**config.mk**
```make
export PLATFORM = sky130hd
export DESIGN_NAME = gregorian_date_arithmetic
export DESIGN_NICKNAME = d
export VERILOG_FILES = /design/src/rtl/gda_pkg.sv /design/src/rtl/gda_ctrl.sv /design/src/rtl/gda_dpath.sv /design/src/rtl/gregorian_date_arithmetic.sv
export VERILOG_INCLUDE_DIRS = /design/src /design/src/rtl
export SDC_FILE = /design/constraint.sdc
export NUM_CORES = 2
export LEC_CHECK = 0
export BUFFER_PORTS_ARGS = -buffer_cell sky130_fd_sc_hd__buf_4
export CAP_MARGIN = 20
export CORE_ASPECT_RATIO = 0.5
export CORE_MARGIN = 2
export CORE_UTILIZATION = 55
export CTS_CLUSTER_SIZE = 16
export DETAILED_ROUTE_END_ITERATION = 7
export GPL_TIMING_DRIVEN = 1
export PLACE_DENSITY = 0.75
export SKIP_CTS_REPAIR_TIMING = 1
export SLEW_MARGIN = 0
export SYNTH_ARGS = -nofsm -noshare
export SYNTH_HDL_FRONTEND = slang
export SYNTH_SLANG_ARGS = --single-unit
```
**constraint.sdc**
```tcl
create_clock -name clk -period 15.6 [get_ports clk]
set_clock_uncertainty 0.15 [all_clocks]
set_input_delay 2.34 -clock clk [delete_from_list [all_inputs] [get_ports clk]]
set_output_delay 2.34 -clock clk [all_outputs]
set_load 0.01 [all_outputs]
```
**src/rtl/gregorian_date_arithmetic_macros.svh**
```systemverilog
// assertion macros for the gregorian date arithmetic block
// expects clk and rst_n in the scope of each use; SYNTH removes the checks
`ifndef GREGORIAN_DATE_ARITHMETIC_MACROS_SVH
`define GREGORIAN_DATE_ARITHMETIC_MACROS_SVH
`ifndef SYNTH
// same-cycle implication
`define GDA_ASSERT_IMP(lbl, ante, cons) \
    lbl: assert property (@(posedge clk) disable iff (!rst_n) (ante) |-> (cons)) \
        else $error("gda check failed");
// next-cycle implication
`define GDA_ASSERT_NXT(lbl, ante, cons) \
    lbl: assert property (@(posedge clk) disable iff (!rst_n) (ante) |=> (cons)) \
        else $error("gda check failed");
`else
`define GDA_ASSERT_IMP(lbl, ante, cons)
`define GDA_ASSERT_NXT(lbl, ante, cons)
`endif
`endif

```
**src/rtl/gda_pkg.sv**
```systemverilog
// types, constants and calendar helpers for the gregorian date arithmetic block
// no dependencies
`default_nettype none

package gda_pkg;

    localparam int MAX_YEAR  = 9999;
    localparam int NUM_W     = 22;
    localparam int CYC400    = 146097;
    localparam int CYC100    = 36524;
    localparam int CYC4      = 1461;
    localparam int YEAR_LEN  = 365;
    localparam int COUNT_MAX = 4194303;
    // floor(x / 100) == (x * RECIP100) >> RECIP_SH for every 14-bit x
    localparam int RECIP100  = 5243;
    localparam int RECIP_SH  = 19;

    localparam int REPL_YEAR = 1900;
    localparam int REPL_NUM  = (REPL_YEAR - 1) * 365 + (REPL_YEAR - 1) / 4
                               - (REPL_YEAR - 1) / 100 + (REPL_YEAR - 1) / 400;
    localparam int MAX_LEAP  = (((MAX_YEAR % 4) == 0) && ((MAX_YEAR % 100) != 0))
                               || ((MAX_YEAR % 400) == 0) ? 1 : 0;
    // day number of 31 december of the last year
    localparam int LIMIT_NUM = (MAX_YEAR - 1) * 365 + (MAX_YEAR - 1) / 4
                               - (MAX_YEAR - 1) / 100 + (MAX_YEAR - 1) / 400
                               + 364 + MAX_LEAP;

    localparam logic [1:0] ACT_ADD  = 2'd0;
    localparam logic [1:0] ACT_SUB  = 2'd1;
    localparam logic [1:0] ACT_DIFF = 2'd2;

    localparam logic [1:0] ST_OK      = 2'd0;
    localparam logic [1:0] ST_INVALID = 2'd1;
    localparam logic [1:0] ST_SAT     = 2'd2;

    typedef struct packed {
        logic [1:0]  action;
        logic [13:0] year;
        logic [3:0]  month;
        logic [4:0]  day;
        logic [19:0] offset_days;
        logic [13:0] other_year;
        logic [3:0]  other_month;
        logic [4:0]  other_day;
    } gda_in_t;

    typedef struct packed {
        logic [13:0] res_year;
        logic [3:0]  res_month;
        logic [4:0]  res_day;
        logic [21:0] day_count;
        logic [1:0]  status;
    } gda_out_t;

    typedef enum logic [3:0] {
        OP_NONE   = 4'd0,
        OP_LOAD   = 4'd1,
        OP_MUL    = 4'd2,
        OP_CHECK  = 4'd3,
        OP_NUM    = 4'd4,
        OP_OTHER  = 4'd5,
        OP_DIFF   = 4'd6,
        OP_ARITH  = 4'd7,
        OP_D400   = 4'd8,
        OP_D100   = 4'd9,
        OP_D4     = 4'd10,
        OP_D1     = 4'd11,
        OP_LEAPQ  = 4'd12,
        OP_LEAP   = 4'd13,
        OP_MON    = 4'd14,
        OP_FINISH = 4'd15
    } gda_op_t;

    typedef struct packed {
        gda_op_t op;
    } gda_cmd_t;

    typedef struct packed {
        logic is_diff;
        logic go400;
        logic go100;
        logic go4;
        logic go1;
        logic gomon;
    } gda_stat_t;

    // leap year from the year and its hundreds quotient
    function automatic logic leap_of(input logic [13:0] y, input logic [7:0] q);
        logic [14:0] q100;
        begin
            q100 = {7'b0, q} * 15'd100;
            leap_of = (y[1:0] == 2'b00) && (({1'b0, y} != q100) || (q[1:0] == 2'b00));
        end
    endfunction

    function automatic logic [4:0] days_in(input logic lp, input logic [3:0] m);
        begin
            case (m)
                4'd2:                              days_in = lp ? 5'd29 : 5'd28;
                4'd4, 4'd6, 4'd9, 4'd11:           days_in = 5'd30;
                4'd1, 4'd3, 4'd5, 4'd7, 4'd8,
                4'd10, 4'd12:                      days_in = 5'd31;
                default:                           days_in = 5'd0;
            endcase
        end
    endfunction

    // days before the first of month m in a common year
    function automatic logic [8:0] cum_days(input logic [3:0] m);
        begin
            case (m)
                4'd1:    cum_days = 9'd0;
                4'd2:    cum_days = 9'd31;
                4'd3:    cum_days = 9'd59;
                4'd4:    cum_days = 9'd90;
                4'd5:    cum_days = 9'd120;
                4'd6:    cum_days = 9'd151;
                4'd7:    cum_days = 9'd181;
                4'd8:    cum_days = 9'd212;
                4'd9:    cum_days = 9'd243;
                4'd10:   cum_days = 9'd273;
                4'd11:   cum_days = 9'd304;
                4'd12:   cum_days = 9'd334;
                default: cum_days = 9'd0;
            endcase
        end
    endfunction

endpackage

`default_nettype wire

```
**src/rtl/gda_ctrl.sv**
```systemverilog
// sequencer for the gregorian date arithmetic block
// depends on gda_pkg and gregorian_date_arithmetic_macros.svh
`default_nettype none
`include "gregorian_date_arithmetic_macros.svh"

module gda_ctrl
    import gda_pkg::*;
(
    input  wire logic      clk,
    input  wire logic      rst_n,
    input  wire logic      start,
    input  wire gda_stat_t stat,
    output logic           busy,
    output logic           done,
    output gda_cmd_t       cmd
);

    typedef enum logic [14:0] {
        S_IDLE  = 15'h0001,
        S_MUL   = 15'h0002,
        S_CHECK = 15'h0004,
        S_NUM   = 15'h0008,
        S_OTHER = 15'h0010,
        S_DIFF  = 15'h0020,
        S_ARITH = 15'h0040,
        S_D400  = 15'h0080,
        S_D100  = 15'h0100,
        S_D4    = 15'h0200,
        S_D1    = 15'h0400,
        S_LEAPQ = 15'h0800,
        S_LEAP  = 15'h1000,
        S_MON   = 15'h2000,
        S_OUT   = 15'h4000
    } state_t;

    state_t state_reg, state_next;
    logic   second_reg, second_next;
    logic   done_reg, done_next;

    always_ff @(posedge clk or negedge rst_n)
    begin
        if (!rst_n)
        begin
            state_reg  <= S_IDLE;
            second_reg <= 1'b0;
            done_reg   <= 1'b0;
        end
        else
        begin
            state_reg  <= state_next;
            second_reg <= second_next;
            done_reg   <= done_next;
        end
    end

    always_comb
    begin
        state_next  = state_reg;
        second_next = second_reg;
        done_next   = 1'b0;
        cmd.op      = OP_NONE;
        case (state_reg)
            S_IDLE:
            begin
                if (start)
                begin
                    cmd.op      = OP_LOAD;
                    state_next  = S_MUL;
                    second_next = 1'b0;
                end
            end
            S_MUL:
            begin
                cmd.op     = OP_MUL;
                state_next = S_CHECK;
            end
            S_CHECK:
            begin
                cmd.op     = OP_CHECK;
                state_next = S_NUM;
            end
            S_NUM:
            begin
                cmd.op = OP_NUM;
                if (!stat.is_diff)
                    state_next = S_ARITH;
                else if (second_reg)
                    state_next = S_DIFF;
                else
                    state_next = S_OTHER;
            end
            S_OTHER:
            begin
                cmd.op      = OP_OTHER;
                second_next = 1'b1;
                state_next  = S_MUL;
            end
            S_DIFF:
            begin
                cmd.op     = OP_DIFF;
                state_next = S_OUT;
            end
            S_ARITH:
            begin
                cmd.op     = OP_ARITH;
                state_next = S_D400;
            end
            S_D400:
            begin
                cmd.op = OP_D400;
                if (!stat.go400)
                    state_next = S_D100;
            end
            S_D100:
            begin
                cmd.op = OP_D100;
                if (!stat.go100)
                    state_next = S_D4;
            end
            S_D4:
            begin
                cmd.op = OP_D4;
                if (!stat.go4)
                    state_next = S_D1;
            end
            S_D1:
            begin
                cmd.op = OP_D1;
                if (!stat.go1)
                    state_next = S_LEAPQ;
            end
            S_LEAPQ:
            begin
                cmd.op     = OP_LEAPQ;
                state_next = S_LEAP;
            end
            S_LEAP:
            begin
                cmd.op     = OP_LEAP;
                state_next = S_MON;
            end
            S_MON:
            begin
                cmd.op = OP_MON;
                if (!stat.gomon)
                    state_next = S_OUT;
            end
            S_OUT:
            begin
                cmd.op     = OP_FINISH;
                done_next  = 1'b1;
                state_next = S_IDLE;
            end
            default:
            begin
                state_next = S_IDLE;
            end
        endcase
    end

    assign busy = (state_reg != S_IDLE);
    assign done = done_reg;

    `GDA_ASSERT_IMP(a_state_onehot, 1'b1, $onehot(state_reg))
    `GDA_ASSERT_IMP(a_done_after_out, done_reg, $past(state_reg) == S_OUT)
    `GDA_ASSERT_NXT(a_accept_starts, start && !busy, state_reg == S_MUL)

endmodule

`default_nettype wire

```
**src/rtl/gda_dpath.sv**
```systemverilog
// datapath of the gregorian date arithmetic block: date to day number, offset
// arithmetic or difference, and day number back to date by repeated subtraction
// depends on gda_pkg and gregorian_date_arithmetic_macros.svh
`default_nettype none
`include "gregorian_date_arithmetic_macros.svh"

module gda_dpath
    import gda_pkg::*;
(
    input  wire logic     clk,
    input  wire logic     rst_n,
    input  wire gda_in_t  item,
    input  wire gda_cmd_t cmd,
    output gda_stat_t     stat,
    output gda_out_t      result
);

    logic [1:0]       act_reg, act_next;
    logic [19:0]      off_reg, off_next;
    logic [13:0]      oy_reg, oy_next;
    logic [3:0]       om_reg, om_next;
    logic [4:0]       od_reg, od_next;
    logic [13:0]      cy_reg, cy_next;
    logic [3:0]       cm_reg, cm_next;
    logic [4:0]       cd_reg, cd_next;
    logic [13:0]      p_reg, p_next;
    logic [NUM_W-1:0] p365_reg, p365_next;
    logic [7:0]       pq_reg, pq_next;
    logic [7:0]       yq_reg, yq_next;
    logic             leap_reg, leap_next;
    logic             valid_reg, valid_next;
    logic [NUM_W-1:0] yb_reg, yb_next;
    logic [NUM_W-1:0] num_reg, num_next;
    logic [NUM_W-1:0] a_reg, a_next;
    logic [NUM_W-1:0] r_reg, r_next;
    logic [NUM_W-1:0] cnt_reg, cnt_next;
    logic [13:0]      yy_reg, yy_next;
    logic [3:0]       mm_reg, mm_next;
    logic [1:0]       stp_reg, stp_next;
    logic             inv_reg, inv_next;
    logic             sat_reg, sat_next;
    gda_out_t         res_reg, res_next;

    logic [13:0]        p_w;
    logic [22:0]        p365_full;
    logic [26:0]        pq_full;
    logic [26:0]        yq_full;
    logic [26:0]        yyq_full;
    logic               leap_w;
    logic [4:0]         dim_w;
    logic [4:0]         mlen_w;
    logic signed [23:0] sum_w;
    logic [NUM_W-1:0]   diff_w;

    // shared products, all against constants
    assign p_w       = cy_reg - 14'd1;
    assign p365_full = {9'b0, p_w} * 23'(YEAR_LEN);
    assign pq_full   = {13'b0, p_w} * 27'(RECIP100);
    assign yq_full   = {13'b0, cy_reg} * 27'(RECIP100);
    assign yyq_full  = {13'b0, yy_reg} * 27'(RECIP100);
    assign leap_w    = leap_of(cy_reg, yq_reg);
    assign dim_w     = days_in(leap_w, cm_reg);
    assign mlen_w    = days_in(leap_reg, mm_reg);

    always_comb
    begin
        case (act_reg)
            ACT_ADD: sum_w = $signed({2'b0, num_reg}) + $signed({4'b0, off_reg});
            ACT_SUB: sum_w = $signed({2'b0, num_reg}) - $signed({4'b0, off_reg});
            default: sum_w = $signed({2'b0, num_reg});
        endcase
    end

    assign diff_w = (a_reg > num_reg) ? (a_reg - num_reg) : (num_reg - a_reg);

    assign stat.is_diff = (act_reg == ACT_DIFF);
    assign stat.go400   = (r_reg >= NUM_W'(CYC400));
    assign stat.go100   = (r_reg >= NUM_W'(CYC100)) && (stp_reg != 2'd3);
    assign stat.go4     = (r_reg >= NUM_W'(CYC4));
    assign stat.go1     = (r_reg >= NUM_W'(YEAR_LEN)) && (stp_reg != 2'd3);
    assign stat.gomon   = (r_reg >= {17'b0, mlen_w}) && (mm_reg < 4'd12);

    always_comb
    begin
        act_next   = act_reg;
        off_next   = off_reg;
        oy_next    = oy_reg;
        om_next    = om_reg;
        od_next    = od_reg;
        cy_next    = cy_reg;
        cm_next    = cm_reg;
        cd_next    = cd_reg;
        p_next     = p_reg;
        p365_next  = p365_reg;
        pq_next    = pq_reg;
        yq_next    = yq_reg;
        leap_next  = leap_reg;
        valid_next = valid_reg;
        yb_next    = yb_reg;
        num_next   = num_reg;
        a_next     = a_reg;
        r_next     = r_reg;
        cnt_next   = cnt_reg;
        yy_next    = yy_reg;
        mm_next    = mm_reg;
        stp_next   = stp_reg;
        inv_next   = inv_reg;
        sat_next   = sat_reg;
        res_next   = res_reg;
        case (cmd.op)
            OP_NONE:
            begin
            end
            OP_LOAD:
            begin
                act_next = item.action;
                off_next = item.offset_days;
                oy_next  = item.other_year;
                om_next  = item.other_month;
                od_next  = item.other_day;
                cy_next  = item.year;
                cm_next  = item.month;
                cd_next  = item.day;
                inv_next = 1'b0;
                sat_next = 1'b0;
            end
            OP_MUL:
            begin
                p_next    = p_w;
                p365_next = p365_full[NUM_W-1:0];
                pq_next   = pq_full[26:RECIP_SH];
                yq_next   = yq_full[26:RECIP_SH];
            end
            OP_CHECK:
            begin
                leap_next  = leap_w;
                valid_next = (cy_reg != 14'd0) && (cy_reg <= 14'(MAX_YEAR))
                             && (cm_reg != 4'd0) && (cm_reg <= 4'd12)
                             && (cd_reg != 5'd0) && (cd_reg <= dim_w);
                // days before 1 january of the year
                yb_next    = p365_reg + {10'b0, p_reg[13:2]} - {14'b0, pq_reg}
                             + {16'b0, pq_reg[7:2]};
            end
            OP_NUM:
            begin
                if (valid_reg)
                    num_next = yb_reg + {13'b0, cum_days(cm_reg)}
                               + {21'b0, leap_reg && (cm_reg > 4'd2)}
                               + {17'b0, cd_reg} - 22'd1;
                else
                begin
                    num_next = NUM_W'(REPL_NUM);
                    inv_next = 1'b1;
                end
            end
            OP_OTHER:
            begin
                a_next  = num_reg;
                cy_next = oy_reg;
                cm_next = om_reg;
                cd_next = od_reg;
            end
            OP_DIFF:
            begin
                if ({1'b0, diff_w} > 23'(COUNT_MAX))
                begin
                    cnt_next = NUM_W'(COUNT_MAX);
                    sat_next = 1'b1;
                end
                else
                    cnt_next = diff_w;
            end
            OP_ARITH:
            begin
                yy_next  = 14'd1;
                mm_next  = 4'd1;
                stp_next = 2'd0;
                if (sum_w > $signed(24'(LIMIT_NUM)))
                begin
                    r_next   = NUM_W'(LIMIT_NUM);
                    sat_next = 1'b1;
                end
                else if (sum_w < $signed(24'd0))
                begin
                    r_next   = '0;
                    sat_next = 1'b1;
                end
                else
                    r_next = sum_w[NUM_W-1:0];
            end
            OP_D400:
            begin
                if (stat.go400)
                begin
                    r_next  = r_reg - NUM_W'(CYC400);
                    yy_next = yy_reg + 14'd400;
                end
            end
            OP_D100:
            begin
                if (stat.go100)
                begin
                    r_next   = r_reg - NUM_W'(CYC100);
                    yy_next  = yy_reg + 14'd100;
                    stp_next = stp_reg + 2'd1;
                end
            end
            OP_D4:
            begin
                stp_next = 2'd0;
                if (stat.go4)
                begin
                    r_next  = r_reg - NUM_W'(CYC4);
                    yy_next = yy_reg + 14'd4;
                end
            end
            OP_D1:
            begin
                if (stat.go1)
                begin
                    r_next   = r_reg - NUM_W'(YEAR_LEN);
                    yy_next  = yy_reg + 14'd1;
                    stp_next = stp_reg + 2'd1;
                end
            end
            OP_LEAPQ:
            begin
                yq_next = yyq_full[26:RECIP_SH];
            end
            OP_LEAP:
            begin
                leap_next = leap_of(yy_reg, yq_reg);
            end
            OP_MON:
            begin
                if (stat.gomon)
                begin
                    r_next  = r_reg - {17'b0, mlen_w};
                    mm_next = mm_reg + 4'd1;
                end
            end
            OP_FINISH:
            begin
                if (act_reg == ACT_DIFF)
                begin
                    res_next.res_year  = '0;
                    res_next.res_month = '0;
                    res_next.res_day   = '0;
                    res_next.day_count = cnt_reg;
                end
                else
                begin
                    res_next.res_year  = yy_reg;
                    res_next.res_month = mm_reg;
                    res_next.res_day   = r_reg[4:0] + 5'd1;
                    res_next.day_count = '0;
                end
                res_next.status = sat_reg ? ST_SAT : (inv_reg ? ST_INVALID : ST_OK);
            end
            default:
            begin
            end
        endcase
    end

    always_ff @(posedge clk or negedge rst_n)
    begin
        if (!rst_n)
            stp_reg <= 2'd0;
        else
            stp_reg <= stp_next;
    end

    always_ff @(posedge clk)
    begin
        act_reg   <= act_next;
        off_reg   <= off_next;
        oy_reg    <= oy_next;
        om_reg    <= om_next;
        od_reg    <= od_next;
        cy_reg    <= cy_next;
        cm_reg    <= cm_next;
        cd_reg    <= cd_next;
        p_reg     <= p_next;
        p365_reg  <= p365_next;
        pq_reg    <= pq_next;
        yq_reg    <= yq_next;
        leap_reg  <= leap_next;
        valid_reg <= valid_next;
        yb_reg    <= yb_next;
        num_reg   <= num_next;
        a_reg     <= a_next;
        r_reg     <= r_next;
        cnt_reg   <= cnt_next;
        yy_reg    <= yy_next;
        mm_reg    <= mm_next;
        inv_reg   <= inv_next;
        sat_reg   <= sat_next;
        res_reg   <= res_next;
    end

    assign result = res_reg;

    `GDA_ASSERT_IMP(a_d1_below_cycle4, cmd.op == OP_D1, r_reg < NUM_W'(CYC4))
    `GDA_ASSERT_IMP(a_mon_below_year, cmd.op == OP_MON, r_reg <= NUM_W'(YEAR_LEN))
    `GDA_ASSERT_IMP(a_finish_month_ok, (cmd.op == OP_FINISH) && !stat.is_diff,
                    (mm_reg >= 4'd1) && (mm_reg <= 4'd12))

endmodule

`default_nettype wire

```
**src/rtl/gregorian_date_arithmetic.sv**
```systemverilog
// top level of the gregorian date arithmetic block
// depends on gda_pkg, gda_ctrl and gda_dpath
//
//  channel   handshake            beat payload
//  item      start in, busy out   gda_in_t  (action, first date, offset, second date)
//  result    done out             gda_out_t (date, day count, status)
//
// a beat is taken at an edge with start high and busy low. add and subtract keep busy
// high while the date is turned into a day number, the offset is applied, 400, 100,
// 4 and 1 year blocks and then months are peeled off in loops that each end with a
// closing step, the leap test is made and the result is latched. a difference keeps
// busy high while both dates are converted, compared and the result is latched.
// done is high for one cycle with the result in the first cycle with busy low; the
// receiver cannot stall, and the next beat may be taken in that same cycle.
// reset clears the sequencer and the datapath step counter only.
`default_nettype none

module gregorian_date_arithmetic
    import gda_pkg::*;
(
    input  wire logic    clk,
    input  wire logic    rst_n,
    input  wire logic    start,
    output logic         busy,
    input  wire gda_in_t item,
    output logic         done,
    output gda_out_t     result
);

    // command to the datapath, one operation per cycle
    gda_cmd_t  cmd;
    // loop conditions and action kind back to the sequencer
    gda_stat_t stat;

    gda_ctrl u_ctrl (
        .clk   (clk),
        .rst_n (rst_n),
        .start (start),
        .stat  (stat),
        .busy  (busy),
        .done  (done),
        .cmd   (cmd)
    );

    gda_dpath u_dpath (
        .clk    (clk),
        .rst_n  (rst_n),
        .item   (item),
        .cmd    (cmd),
        .stat   (stat),
        .result (result)
    );

endmodule

`default_nettype wire

```
==> impl_metrics.toml <==
[synthesis]
synthFlopType = "edfxtp_1"
synth.cell_area_mm2 = 0.0362
ys_seq_area_share_pct = 26.5
synth.net_count = 4642
synth-edff-count = 297
synth_top_area_share_pct = 24.7
synth.avg_cell_area_um2 = 9.70
yosys.area.top_type = "edfxtp_1"
synth_seq_cells = 325
synth_cells = 3729
synthTopCellsByArea = "edfxtp_1, ha_1, fa_1"
synth.top_cells.by_count = "inv_1, ha_1, edfxtp_1"
async_reset_ff_share_pct = 5.85
ys_types = 97
synth_warnings = 0
yosysMostFrequentCell = "inv_1"

[critical_path]
end_kind = "register"
required_ns = 15.76
worstSetupPathType = "register to register"
start_kind = "register"
cp.arrival_ns = 8.60
crit_fanout = 9

[final_layout]
n_antenna_cell = 0
largest_reg_flops = 47
area_growth_pct = 8.07
layout.nets = 4716
stdcell_count = 4709
layout-drive-gt1-share_pct = 7.37

[grt]
groute.usage.overall_pct = 27.4
grt_antenna_before_repair = 0
grt_use_met2_pct = 45.0
grt_pass1_vias = 27358
grt_pass1_wl_mm = 147
grt_util_met1_pct = 37.7
grt.met3_usage_pct = 3.57
grt.overflow.total = 0
busiest_layer = "met2"
grt_max_degree = 66

[floorplan]
die_x_um = 367
die_area_mm2 = 0.0680
std_cell_rows = 66
die_h_um = 185
io_pins = 120
initial_core_util_pct = 55.7
coreArea_mm2 = 0.0650

[clocking]
numCtsBuffers = 34
cts_buffer_depth = 3
clock_sinks = 325
cts.clk_slew.worst_paths_ns = 0.07
htree_num_levels = 2
cts-root-buf = "clkbuf_16"
tritoncts = "built"
clock_latency_ns = 0.58

[sta]
hold_ws_ns = 0.321
finalHoldViolations = 0
setup_violations = 0
tns_ns = 0
fmax_mhz = 119
rsz0062_at_grt = "no"
period_minus_slack_ns = 8.43
fin_crit_sh_pct = 54.1
report.final.slew_viol_count = 0
relSlewSlack_pct = 25.4
max_slew.worst_pin.slew_ns = 1.12

[drt]
drt-initial-drc-count = 2481
avgViaCountPerCell = 5.85
drc = 0
first_pass_iters = 6
postRouteAntennaNets = 0
wirelength_mm = 92.2
vias = 27526
wl_per_cell_um = 19.6

[place]
hpwl_mm = 72.9
numPortBuffers = 119
finalWeightedCongestion = 0.971
dp_cells = 4651

[min_path]
hold_class = "register to register"

[status]
status = "completed"

[job]
drv_cap = 0
-- placed cells by master (no fill, tap or decap), types with 16 or more instances in the layout --
| master | netlist | layout |
|---|---|---|
| inv_1 | 682 | 681 |
| ha_1 | 589 | 589 |
| edfxtp_1 | 297 | 297 |
| fa_1 | 253 | 253 |
| nor2_1 | 204 | 203 |
| nand2_1 | 186 | 186 |
| o21ai_0 | 158 | 158 |
| a21oi_1 | 154 | 153 |
| buf_4 | 5 | 144 |
| xnor2_1 | 120 | 120 |
| nor3_1 | 69 | 68 |
| a21o_1 | 59 | 59 |
| xor2_1 | 54 | 54 |
| nand3_1 | 53 | 53 |
| and3_1 | 49 | 49 |
| nor2b_1 | 38 | 38 |
| nand2b_1 | 39 | 38 |
| mux2i_1 | 37 | 37 |
| clkbuf_16 | 0 | 35 |
| o21a_1 | 34 | 34 |
| o211ai_1 | 33 | 33 |
| mux2_2 | 29 | 29 |
| a31oi_1 | 27 | 27 |
| o21bai_1 | 23 | 23 |
| or3_1 | 22 | 22 |
| o31ai_1 | 22 | 22 |
| a221oi_1 | 20 | 20 |
| nand4_1 | 20 | 20 |
| or4_1 | 19 | 19 |
| a211oi_1 | 19 | 19 |
| nor4_1 | 20 | 19 |
| o22ai_1 | 19 | 19 |
| dfrtp_1 | 18 | 18 |
| o21ai_1 | 17 | 16 |
-- path summary, 6_finish.rpt --
kind / from / to / slack (ns) / depth (start not counted)
min reg2reg: u_ctrl.second_reg / u_ctrl.state_reg[4] / 0.32 / 1
max reg2reg: u_dpath.cy_reg[0] / u_dpath.pq_reg[7] / 7.17 / 27
min: u_ctrl.second_reg / u_ctrl.state_reg[4] / 0.32 / 1
max: u_dpath.cy_reg[0] / u_dpath.pq_reg[7] / 7.17 / 27
min in group asynchronous: rst_n / u_ctrl.done / 1.47 / 1
max in group asynchronous: rst_n / u_ctrl.state_reg[0] / 13.55 / 1
-- cell families (layout without fill, tap and decap cells) --
| kind of cell | after synthesis | in the layout | share of synthesized area [%] |
|---|---|---|---|
| buf+inv | 793 | 889 | 8.37 |
| mux | 67 | 67 | 1.97 |
| fa+ha+maj | 842 | 842 | 34.4 |
| simple gates | 794 | 794 | 11.1 |
| flops | 325 | 325 | 26.5 |
| xor+xnor | 174 | 174 | 4.21 |
| compound gates | 734 | 734 | 13.5 |
-- critical path, cell delays in order (launching register included) --
cell	delay, ns
edfxtp_1	0.53
inv_1	0.33
ha_1	0.25
nand2_1	0.09
nand2_1	0.07
nand2_1	0.09
a21boi_0	0.48
nand2_1	0.15
xnor2_1	0.67
inv_1	0.11
ha_1	0.48
inv_1	0.09
fa_1	0.49
inv_1	0.06
fa_1	0.51
inv_1	0.05
fa_1	0.48
fa_1	0.57
inv_1	0.05
ha_1	0.30
a21o_1	0.16
a221oi_1	0.37
o21a_1	0.22
nor2_1	0.07
o41ai_1	0.68
o211ai_1	0.30
a21oi_1	0.26
xnor2_1	0.09
-- per-layer routing --
layer / wire length [um] / part of all wire (%)
met4: 2690 / 2.9
met2: 41800 / 45
met5: 0 / 0
met1: 41200 / 45
met3: 6520 / 7.1
-- per-stage QoR --
step	area (um2)	utilization [%]	setup slack (ns)
after floorplan	36200	-	8.43
after global placement	38000	58.4	7.48
after detailed placement	38000	58.4	7.23
after CTS	39100	60.1	7.15
after global routing	39100	60.1	6.58
final	39100	60.1	7.17
-- cell type report --
class                           instances  area, um2
Fill cell                            5446      25900
Multi-Input combinational cell       2611      23600
Clock inverter                         17        221
Sequential cell                       325       9580
Timing Repair Buffer                  145       1100
Inverter                              686       2570
Clock buffer                           41        898
Tap cell                              884       1110
Power is not shown: default switching activity piles up to over one toggle a cycle in this logic, so the estimate is an artifact.
